**src/hdl/led_pattern_pulse_pwm_driver_assert.svh**
```systemverilog
// assertion macros for the led pattern pulse pwm driver
`ifndef LED_PATTERN_PULSE_PWM_DRIVER_ASSERT_SVH
`define LED_PATTERN_PULSE_PWM_DRIVER_ASSERT_SVH
// implication checked on every clock edge outside reset
`define LPPD_ASSERT_IMP(label, ante, cons) \
  label: assert property (@(posedge clk) disable iff (rst) (ante) |-> (cons)) \
    else $error("assertion failed");
// implication checked in the cycle after the antecedent
`define LPPD_ASSERT_NEXT(label, ante, cons) \
  label: assert property (@(posedge clk) disable iff (rst) (ante) |=> (cons)) \
    else $error("assertion failed");
`endif

```
**src/hdl/lppd_pkg.sv**
```systemverilog
// shared types, constants and helpers for the led driver
package lppd_pkg;
  localparam int PATTERN_MAX = 32;
  localparam int BRIGHT_MAX = 100;
  localparam int PWM_TOP = 1023;
  localparam int STEP_PERIOD_MS = 250;
  // 2^24 / BRIGHT_MAX rounded up, exact for every level times PWM_TOP
  localparam int PWM_RECIP_SHIFT = 24;
  localparam int PWM_RECIP = ((1 << PWM_RECIP_SHIFT) + BRIGHT_MAX - 1) / BRIGHT_MAX;

  localparam logic [1:0] MODE_STEADY = 2'd0;
  localparam logic [1:0] MODE_PATTERN = 2'd1;
  localparam logic [1:0] MODE_PULSE = 2'd2;

  localparam logic [1:0] SYM_OFF = 2'd0;
  localparam logic [1:0] SYM_ON = 2'd1;
  localparam logic [1:0] SYM_UP = 2'd2;
  localparam logic [1:0] SYM_DOWN = 2'd3;

  localparam logic [2:0] REG_MODE = 3'd0;
  localparam logic [2:0] REG_STEADY = 3'd1;
  localparam logic [2:0] REG_PERIOD = 3'd2;
  localparam logic [2:0] REG_SYMBOLS = 3'd3;
  localparam logic [2:0] REG_LENGTH = 3'd4;

  // commands from controller to datapath
  typedef struct packed {
    logic load;       // capture input time, decide action
    logic div_start;  // start divider
    logic div_step;   // one divider iteration
    logic scan_step;  // one ramp scan step
    logic finish;     // compute final level
  } lppd_cmd_t;

  // status from datapath to controller
  typedef struct packed {
    logic div_done;
    logic scan_done;
  } lppd_sts_t;

  function automatic logic [9:0] pwm_of(input logic [6:0] lvl);
    logic [16:0] prod;
    logic [34:0] scaled;
    begin
      prod = 17'(lvl) * 17'(PWM_TOP);
      scaled = 35'(prod) * 35'(PWM_RECIP);
      return scaled[PWM_RECIP_SHIFT +: 10];
    end
  endfunction
endpackage

```
**src/hdl/led_pattern_pulse_pwm_driver.sv**
```systemverilog
// top level of the led pattern pulse pwm driver
// One loop-call item in, one result out. Steady mode, mode three, an item with no update
// due and a pattern step on an on or off symbol go from the decision state straight to
// the final level. A pattern ramp scans its run one position each way per cycle and then
// runs the restoring divider. Pulse mode runs two passes of the divider, time modulo
// period, then the level scaling. The result waits while the result side stalls; the
// next input transfer can happen in the same cycle as the result transfer.
// Only one item is in work at a time; the result register holds until it is taken.
`include "led_pattern_pulse_pwm_driver_assert.svh"
module led_pattern_pulse_pwm_driver import lppd_pkg::*; (
  input  logic        clk,
  input  logic        rst,
  input  logic        cfg_we,
  input  logic [2:0]  cfg_index,
  input  logic [63:0] cfg_data,
  input  logic        in_valid,
  output logic        in_ready,
  input  logic [31:0] time_ms,
  output logic        out_valid,
  input  logic        out_ready,
  output logic [6:0]  level,
  output logic [9:0]  pwm_value,
  output logic        updated
);
  lppd_cmd_t cmd;
  lppd_sts_t sts;
  logic need_div, need_scan;

  lppd_ctrl u_ctrl (
    .clk, .rst, .in_valid, .in_ready, .out_valid, .out_ready,
    .need_div, .need_scan, .sts, .cmd
  );

  lppd_dp u_dp (
    .clk, .rst, .cfg_we, .cfg_index, .cfg_data, .time_ms, .cmd, .sts,
    .need_div, .need_scan, .level, .pwm_value, .updated
  );

  `LPPD_ASSERT_IMP(a_level_max, out_valid, level <= 7'(BRIGHT_MAX))
  `LPPD_ASSERT_IMP(a_no_accept_busy, in_ready && !out_valid, !cmd.div_step)
  `LPPD_ASSERT_NEXT(a_out_hold, out_valid && !out_ready, out_valid && $stable(level))
endmodule

```
**src/hdl/lppd_ctrl.sv**
```systemverilog
// controller state machine for the led driver
module lppd_ctrl import lppd_pkg::*; (
  input  logic      clk,
  input  logic      rst,
  input  logic      in_valid,
  output logic      in_ready,
  output logic      out_valid,
  input  logic      out_ready,
  input  logic      need_div,
  input  logic      need_scan,
  input  lppd_sts_t sts,
  output lppd_cmd_t cmd
);
  localparam logic [2:0] ST_IDLE = 3'd0;
  localparam logic [2:0] ST_MOD = 3'd1;
  localparam logic [2:0] ST_SCAN = 3'd2;
  localparam logic [2:0] ST_DIV = 3'd3;
  localparam logic [2:0] ST_FIN = 3'd4;
  localparam logic [2:0] ST_OUT = 3'd5;

  logic [2:0] state, state_next;
  logic phase, phase_next;  // 0: modulo divide, 1: level divide

  assign in_ready = (state == ST_IDLE) || (state == ST_OUT && out_ready);
  assign out_valid = (state == ST_OUT);

  always_comb begin
    state_next = state;
    phase_next = phase;
    cmd = '0;
    case (state)
      ST_IDLE: begin
        if (in_valid) begin
          cmd.load = 1'b1;
          state_next = ST_MOD;
        end
      end
      ST_MOD: begin
        // datapath decided after load
        if (need_div) begin
          cmd.div_start = 1'b1;
          phase_next = 1'b0;
          state_next = ST_DIV;
        end else if (need_scan) begin
          state_next = ST_SCAN;
        end else begin
          state_next = ST_FIN;
        end
      end
      ST_SCAN: begin
        cmd.scan_step = 1'b1;
        if (sts.scan_done) begin
          cmd.div_start = 1'b1;
          phase_next = 1'b1;
          state_next = ST_DIV;
        end
      end
      ST_DIV: begin
        cmd.div_step = 1'b1;
        if (sts.div_done) begin
          if (!phase) begin
            cmd.div_start = 1'b1;
            phase_next = 1'b1;
          end else begin
            state_next = ST_FIN;
          end
        end
      end
      ST_FIN: begin
        cmd.finish = 1'b1;
        state_next = ST_OUT;
      end
      ST_OUT: begin
        if (out_ready) begin
          if (in_valid) begin
            cmd.load = 1'b1;
            state_next = ST_MOD;
          end else begin
            state_next = ST_IDLE;
          end
        end
      end
      default: state_next = ST_IDLE;
    endcase
  end

  always_ff @(posedge clk) begin
    if (rst) begin
      state <= ST_IDLE;
      phase <= 1'b0;
    end else begin
      state <= state_next;
      phase <= phase_next;
    end
  end
endmodule

```
**src/hdl/lppd_dp.sv**
```systemverilog
// datapath: config registers, timing state, divider and ramp scan
module lppd_dp import lppd_pkg::*; (
  input  logic        clk,
  input  logic        rst,
  input  logic        cfg_we,
  input  logic [2:0]  cfg_index,
  input  logic [63:0] cfg_data,
  input  logic [31:0] time_ms,
  input  lppd_cmd_t   cmd,
  output lppd_sts_t   sts,
  output logic        need_div,
  output logic        need_scan,
  output logic [6:0]  level,
  output logic [9:0]  pwm_value,
  output logic        updated
);
  logic [1:0]  mode;
  logic [7:0]  steady_level;
  logic [15:0] pulse_period_ms;
  logic [63:0] pattern_symbols;
  logic [5:0]  pattern_length;
  logic [31:0] next_step_time;
  logic [4:0]  pattern_position;
  logic [6:0]  current_level;
  logic        steady_pending;

  logic [31:0] t;
  logic        upd;
  logic [1:0]  sym;
  logic [1:0]  sym_new;
  logic [5:0]  len;
  logic [4:0]  pos_new;

  // scan state
  logic [4:0]  scan_lo, scan_hi;
  logic        lo_run, hi_run;

  // divider: restoring, 32-bit dividend
  logic [31:0] dq;
  logic [15:0] dr;
  logic [15:0] dd;
  logic [5:0]  dcnt;
  logic [16:0] shl;
  logic [17:0] trial;
  logic [15:0] rem_next;
  logic        half_side;
  logic [15:0] half;

  function automatic logic [1:0] sym_at(input logic [63:0] s, input logic [4:0] p);
    return s[{p, 1'b0} +: 2];
  endfunction

  assign len = (pattern_length > 6'(PATTERN_MAX)) ? 6'(PATTERN_MAX) : pattern_length;
  assign pos_new = (6'(pattern_position) + 6'd1 >= len) ? 5'd0 : pattern_position + 5'd1;
  assign sym_new = sym_at(pattern_symbols, pos_new);
  assign half = pulse_period_ms >> 1;
  assign shl = {dr, dq[31]};
  assign trial = {1'b0, shl} - {2'b00, dd};
  assign rem_next = trial[17] ? shl[15:0] : trial[15:0];
  assign sts.div_done = (dcnt == 6'd1);
  assign sts.scan_done = !lo_run && !hi_run;

  always_ff @(posedge clk) begin
    if (rst) begin
      mode <= MODE_STEADY;
      steady_level <= '0;
      pulse_period_ms <= '0;
      pattern_symbols <= '0;
      pattern_length <= '0;
      next_step_time <= '0;
      pattern_position <= '0;
      current_level <= '0;
      steady_pending <= 1'b1;
      upd <= 1'b0;
      need_div <= 1'b0;
      need_scan <= 1'b0;
      dcnt <= '0;
    end else begin
      if (cfg_we) begin
        case (cfg_index)
          REG_MODE: begin
            mode <= cfg_data[1:0];
            next_step_time <= '0;
            if (cfg_data[1:0] == MODE_STEADY) steady_pending <= 1'b1;
          end
          REG_STEADY: begin
            steady_level <= cfg_data[7:0];
            steady_pending <= 1'b1;
          end
          REG_PERIOD: pulse_period_ms <= cfg_data[15:0];
          REG_SYMBOLS: begin
            pattern_symbols <= cfg_data;
            next_step_time <= '0;
          end
          REG_LENGTH: begin
            pattern_length <= cfg_data[5:0];
            next_step_time <= '0;
          end
          default: ;
        endcase
      end
      if (cmd.load) begin
        t <= time_ms;
        upd <= 1'b0;
        need_div <= 1'b0;
        need_scan <= 1'b0;
        case (mode)
          MODE_STEADY: begin
            if (steady_pending) begin
              upd <= 1'b1;
              steady_pending <= 1'b0;
            end
          end
          MODE_PATTERN: begin
            if (len != 6'd0 && time_ms >= next_step_time) begin
              upd <= 1'b1;
              pattern_position <= pos_new;
              next_step_time <= time_ms + 32'(STEP_PERIOD_MS);
              sym <= sym_new;
              scan_lo <= pos_new;
              scan_hi <= pos_new;
              lo_run <= 1'b1;
              hi_run <= 1'b1;
              need_scan <= sym_new[1];
            end
          end
          MODE_PULSE: begin
            if (pulse_period_ms != 16'd0) begin
              upd <= 1'b1;
              need_div <= 1'b1;
            end
          end
          default: ;
        endcase
      end
      if (cmd.scan_step) begin
        // grow the run one position each way per cycle
        if (lo_run) begin
          if (scan_lo != 5'd0 && sym_at(pattern_symbols, scan_lo - 5'd1) == sym)
            scan_lo <= scan_lo - 5'd1;
          else
            lo_run <= 1'b0;
        end
        if (hi_run) begin
          if (6'(scan_hi) + 6'd1 < len && sym_at(pattern_symbols, scan_hi + 5'd1) == sym)
            scan_hi <= scan_hi + 5'd1;
          else
            hi_run <= 1'b0;
        end
      end
      if (cmd.div_start) begin
        dr <= '0;
        if (cmd.scan_step) begin
          // ramp: BRIGHT_MAX / (n + 1)
          dq <= 32'(BRIGHT_MAX);
          dd <= 16'(scan_hi - scan_lo) + 16'd2;
          dcnt <= 6'd32;
        end else if (cmd.load == 1'b0 && dcnt == 6'd1) begin
          // second pass: pulse level, last modulo step folded in
          if (rem_next < half) begin
            half_side <= 1'b0;
            dq <= 32'(rem_next) * 32'(BRIGHT_MAX);
            dd <= half;
          end else begin
            half_side <= 1'b1;
            dq <= 32'(rem_next - half) * 32'(BRIGHT_MAX);
            dd <= pulse_period_ms - half;
          end
          dcnt <= 6'd32;
        end else begin
          dq <= t;
          dd <= pulse_period_ms;
          dcnt <= 6'd32;
        end
      end else if (cmd.div_step) begin
        if (trial[17]) begin
          dr <= shl[15:0];
          dq <= {dq[30:0], 1'b0};
        end else begin
          dr <= trial[15:0];
          dq <= {dq[30:0], 1'b1};
        end
        dcnt <= dcnt - 6'd1;
      end
      if (cmd.finish && upd) begin
        case (mode)
          MODE_STEADY:
            current_level <= (steady_level > 8'(BRIGHT_MAX)) ? 7'(BRIGHT_MAX)
                             : steady_level[6:0];
          MODE_PATTERN: begin
            case (sym)
              SYM_OFF: current_level <= '0;
              SYM_ON:  current_level <= 7'(BRIGHT_MAX);
              SYM_UP:  current_level <= 7'(dq[6:0]
                                        * (7'(pattern_position - scan_lo) + 7'd1));
              default: current_level <= 7'(BRIGHT_MAX)
                                        - 7'(dq[6:0]
                                        * (7'(pattern_position - scan_lo) + 7'd1));
            endcase
          end
          default: begin
            if (!half_side)
              current_level <= (dq > 32'(BRIGHT_MAX)) ? 7'(BRIGHT_MAX) : dq[6:0];
            else
              current_level <= 7'(BRIGHT_MAX) - dq[6:0];
          end
        endcase
      end
    end
  end

  assign pwm_value = pwm_of(current_level);
  assign level = current_level;
  assign updated = upd;
endmodule
```
**config.mk**
```make
export PLATFORM = sky130hd
export DESIGN_NAME = led_pattern_pulse_pwm_driver
export DESIGN_NICKNAME = d
export VERILOG_FILES = /design/src/hdl/lppd_pkg.sv /design/src/hdl/led_pattern_pulse_pwm_driver.sv /design/src/hdl/lppd_ctrl.sv /design/src/hdl/lppd_dp.sv
export VERILOG_INCLUDE_DIRS = /design/src /design/src/hdl
export SDC_FILE = /design/constraint.sdc
export NUM_CORES = 1
export LEC_CHECK = 0
export BUFFER_PORTS_ARGS = -buffer_cell sky130_fd_sc_hd__buf_2
export CORE_UTILIZATION = 38
export CTS_CLUSTER_SIZE = 16
export DETAILED_ROUTE_END_ITERATION = 16
export PLACE_DENSITY = 0.52
export SYNTH_ARGS = -nofsm -noshare
export SYNTH_HDL_FRONTEND = slang
export SYNTH_SLANG_ARGS = --single-unit
```
**constraint.sdc**
```tcl
create_clock -name clk -period 15.9 [get_ports clk]
set_input_delay 3.18 -clock clk [delete_from_list [all_inputs] [get_ports clk]]
set_output_delay 3.18 -clock clk [all_outputs]
set_load 0.02 [all_outputs]
```
==> flow_summary.yaml <==
clock_network:
  cts_resized: 0
  path_clk_slew_ns: 0.07
  cts_tree: "built"
  cts_made_buffers: 31
  cts_hold_buf: 0
  cts_setup_buffers: 0
  clkLatencyLatePin_ns: 0.58
  cts_max_path_buffers: 3
  clock_sinks: 265
  root_buffer: "clkbuf_16"
  cts_max_level: 1
grt:
  grt_max_degree: 65
  first_global_vias: 22940
  antenna_found_initial: 0
  grt_pass1_wl_um: 122200
  grt-ovfl-total: 0
  grtUsageTotal: 0.2009
floorplanning:
  dieArea_mm2: 0.07577
  start_util: 0.3863
  coreArea_mm2: 0.07345
  die_height_um: 275.3
  ios: 124
  rows: 99
  die_x_um: 275.3
setup_path:
  worstPathArrival_ns: 11.88
  r2r_cells: 31
  crit_buf_inv: 11
  critPathMaxStageDelay_ns: 0.63
  rr_endpoint: "u_dp.dq[31]"
  cpLargestDelayFamily: "adder cells"
  startpoint: "u_dp.level[4]"
  crit_path_top_delay_cell: "fa_1"
  r2r_slack_ns: 6.65
  cp-end-kind: "output port"
  worstPathRequired_ns: 12.72
  crit_type: "reg2out"
  crit_path_frequent_cell: "inv_1"
  start_kind: "flop"
  worstReg2RegStart: "u_dp.dr[0]"
  critPathMaxFanout: 7
  worst-path-stages: 40
placement:
  placed_area_mm2: 0.03004
  numPortBuffers: 123
  gp_congestion: 0.8861
  dpl.hpwl_um: 61070
  dp_slack_ns: 1.458
hold_path:
  min-delay-start: "u_dp.next_step_time[18]"
  min_to: "u_dp.next_step_time[18]"
  hold_depth: 2
  hold_class: "reg2reg"
sta:
  finalMaxSlewViolations: 0
  slew_headroom: 0.2643
  layout_setup_ws_ns: 0.8411
  finalHoldViolCount: 0
  fin_crit_sh: 0.9471
  tightest_slew_ns: 1.104
  rsz0062_at_grt: "false"
  fin_skew_ns: 0.01144
  setup_viol: 0
  fmax_mhz: 66.41
  fin_crit_ns: 15.06
  tns_ns: 0
power_and_ir_drop:
  peakVddDrop_v: 0.0001716
  power_leakage_nw: 13.87
  powerDensity_mw_per_mm2: 204.4
  switchingPower_mw: 3.169
  p_sw_frac: 0.4993
  combPwrFrac: 0.755
  power.internal_mw: 3.179
  p_seq_frac: 0.130
  clock_power_share: 0.115
flow_run:
  drv_cap: 0
synthesis:
  synth_edf_count: 111
  synth_ff_type: "dfxtp_1"
  ys_types: 83
  synth-seq-cells: 265
  synthCells: 3199
  syn_area_mm2: 0.02838
  avgSynthCellArea_um2: 8.870
  synth-seq-area-share: 0.2261
  synth_nets: 3880
  yosysWarnings: 0
  synthArstFlopShare: 0
layout:
  fin_util: 0.4227
  fillCellCount: 7257
  diodes: 0
  layout.nets: 3953
  multi_input_area_mm2: 0.01982
  final_area_mm2: 0.03105
  drive_gt1_frac: 0.08807
  area_delta_synth_final_pct: 9.427
  seqCellArea_mm2: 0.006416
drt:
  vias: 22727
  wl_per_cell_um: 17.93
  vias_per_cell: 5.345
  firstDrtPassIters: 5
  drt-total-wl_um: 76260
  route.antenna.remaining_nets: 0
  first_iter_violations: 1319
  drc: 0
run_status:
  outcome: "finished clean"
==> logic make-up (layout without fill, tap and decap cells) <==
| group | after synthesis | after routing | share of synthesized area |
|---|---|---|---|
| simple gates | 841 | 841 | 0.1390 |
| compound gates | 636 | 636 | 0.1434 |
| buf+inv | 581 | 675 | 0.07769 |
| fa+ha+maj | 577 | 577 | 0.2973 |
| flops | 265 | 265 | 0.2261 |
| xor+xnor | 167 | 167 | 0.05203 |
| mux | 132 | 132 | 0.06451 |
==> synthesized netlist by cell type, types with 10 or more instances <==
cell type,instances,share of area
nand4_1,47,0.010
nand2b_1,20,0.0044
o31a_1,12,0.0037
a21oi_1,237,0.042
a31oi_1,12,0.0026
nand3_1,45,0.0079
clkbuf_1,97,0.013
a211o_1,10,0.0031
or2_2,13,0.0029
and2_1,36,0.0079
xnor2_1,104,0.032
mux4_2,40,0.032
o31ai_1,21,0.0056
nor4_1,16,0.0035
a211oi_1,31,0.0082
nor2b_1,22,0.0049
nor2_1,180,0.024
edfxtp_1,111,0.12
o21a_1,22,0.0058
mux2i_1,85,0.030
nor3_1,44,0.0078
o21bai_1,13,0.0034
o211ai_1,17,0.0045
and3_1,24,0.0053
ha_1,415,0.18
fa_1,162,0.11
dfxtp_1,154,0.11
nand2_1,332,0.044
xor2_1,62,0.019
a21o_1,44,0.012
or3_1,21,0.0046
o21ai_0,105,0.019
inv_1,466,0.062
==> tightest hold or removal path: stages, from the launching register on <==
cell,delay (ns)
dfxtp_1,0.31
nand4_1,0.06
a21oi_1,0.05
==> per-layer routing <==
metal | wire length, um | GRT usage | up-vias
met5 | 0 | 0 | -
met3 | 2446 | 0.01940 | 102
li1 | - | - | 11208
met2 | 36400 | 0.3459 | 435
met1 | 35340 | 0.2656 | 10982
met4 | 2074 | 0.05946 | 0
==> cell type report <==
type                    instances  share of cell area
multi-input cells            2353              0.6384
flip-flops and latches        265              0.2066
inverters                     468             0.05657
well taps                     959             0.03864
repair buffers                153             0.02716
clock buffers                  39             0.02659
clock inverters                15            0.006044
==> placed cells by master (no fill, tap or decap), types with 23 or more instances in the layout <==
master / instances
xor2_1: 62
nor2_1: 178
mux4_2: 40
fa_1: 162
inv_1: 466
xnor2_1: 104
mux2i_1: 85
o21ai_0: 105
edfxtp_1: 111
buf_4: 31
nand3_1: 44
buf_2: 122
clkbuf_16: 31
nor3_1: 44
and2_1: 36
dfxtp_1: 154
and3_1: 23
a21oi_1: 236
nand2_1: 331
nand4_1: 47
a211oi_1: 30
ha_1: 415
a21o_1: 44
==> power by group through the flow <==
stage | sequential, mW | combinational [mW] | clock [mW]
2_1_floorplan | 0.819 | 3.70 | 0
3_3_place_gp | 0.837 | 4.70 | 0
3_5_place_dp | 0.839 | 4.80 | 0
4_1_cts | 0.825 | 4.85 | 0.747
5_1_grt | 0.833 | 5.53 | 0.771
6_report | 0.827 | 4.79 | 0.728
==> per-stage QoR <==
step           total power [mW]  std cells  hold WS [ns]
6_report                  6.348       4252        0.4684
5_1_grt                   7.136       4252        0.4865
4_1_cts                   6.423       4252        0.4700
3_5_place_dp              5.635       4198        0.4611
3_3_place_gp              5.541       4198        0.4526
2_1_floorplan             4.522       3199        0.4458
==> worst max path at each step <==
| stage | endpoint |
|---|---|
| detailed placement | pwm_value[9] |
| global route | pwm_value[9] |
| finish | pwm_value[9] |
| CTS | pwm_value[9] |
| floorplan | pwm_value[9] |
| global placement | pwm_value[9] |
==> sequential cells by signal, summed over array words and instances (netlist names), 2 cells and up <==
name                   flops
u_dp.pattern_symbols      64
u_dp.dq                   32
u_dp.next_step_time       32
u_dp.t                    32
u_dp.dd                   16
u_dp.dr                   16
u_dp.pulse_period_ms      16
u_dp.steady_level          8
u_dp.level                 7
u_dp.dcnt                  6
u_dp.pattern_length        6
u_dp.pattern_position      5
u_dp.scan_hi               5
u_dp.scan_lo               5
u_ctrl.state               3
u_dp.mode                  2
u_dp.sym                   2
(Power assumes the default switching activity.)
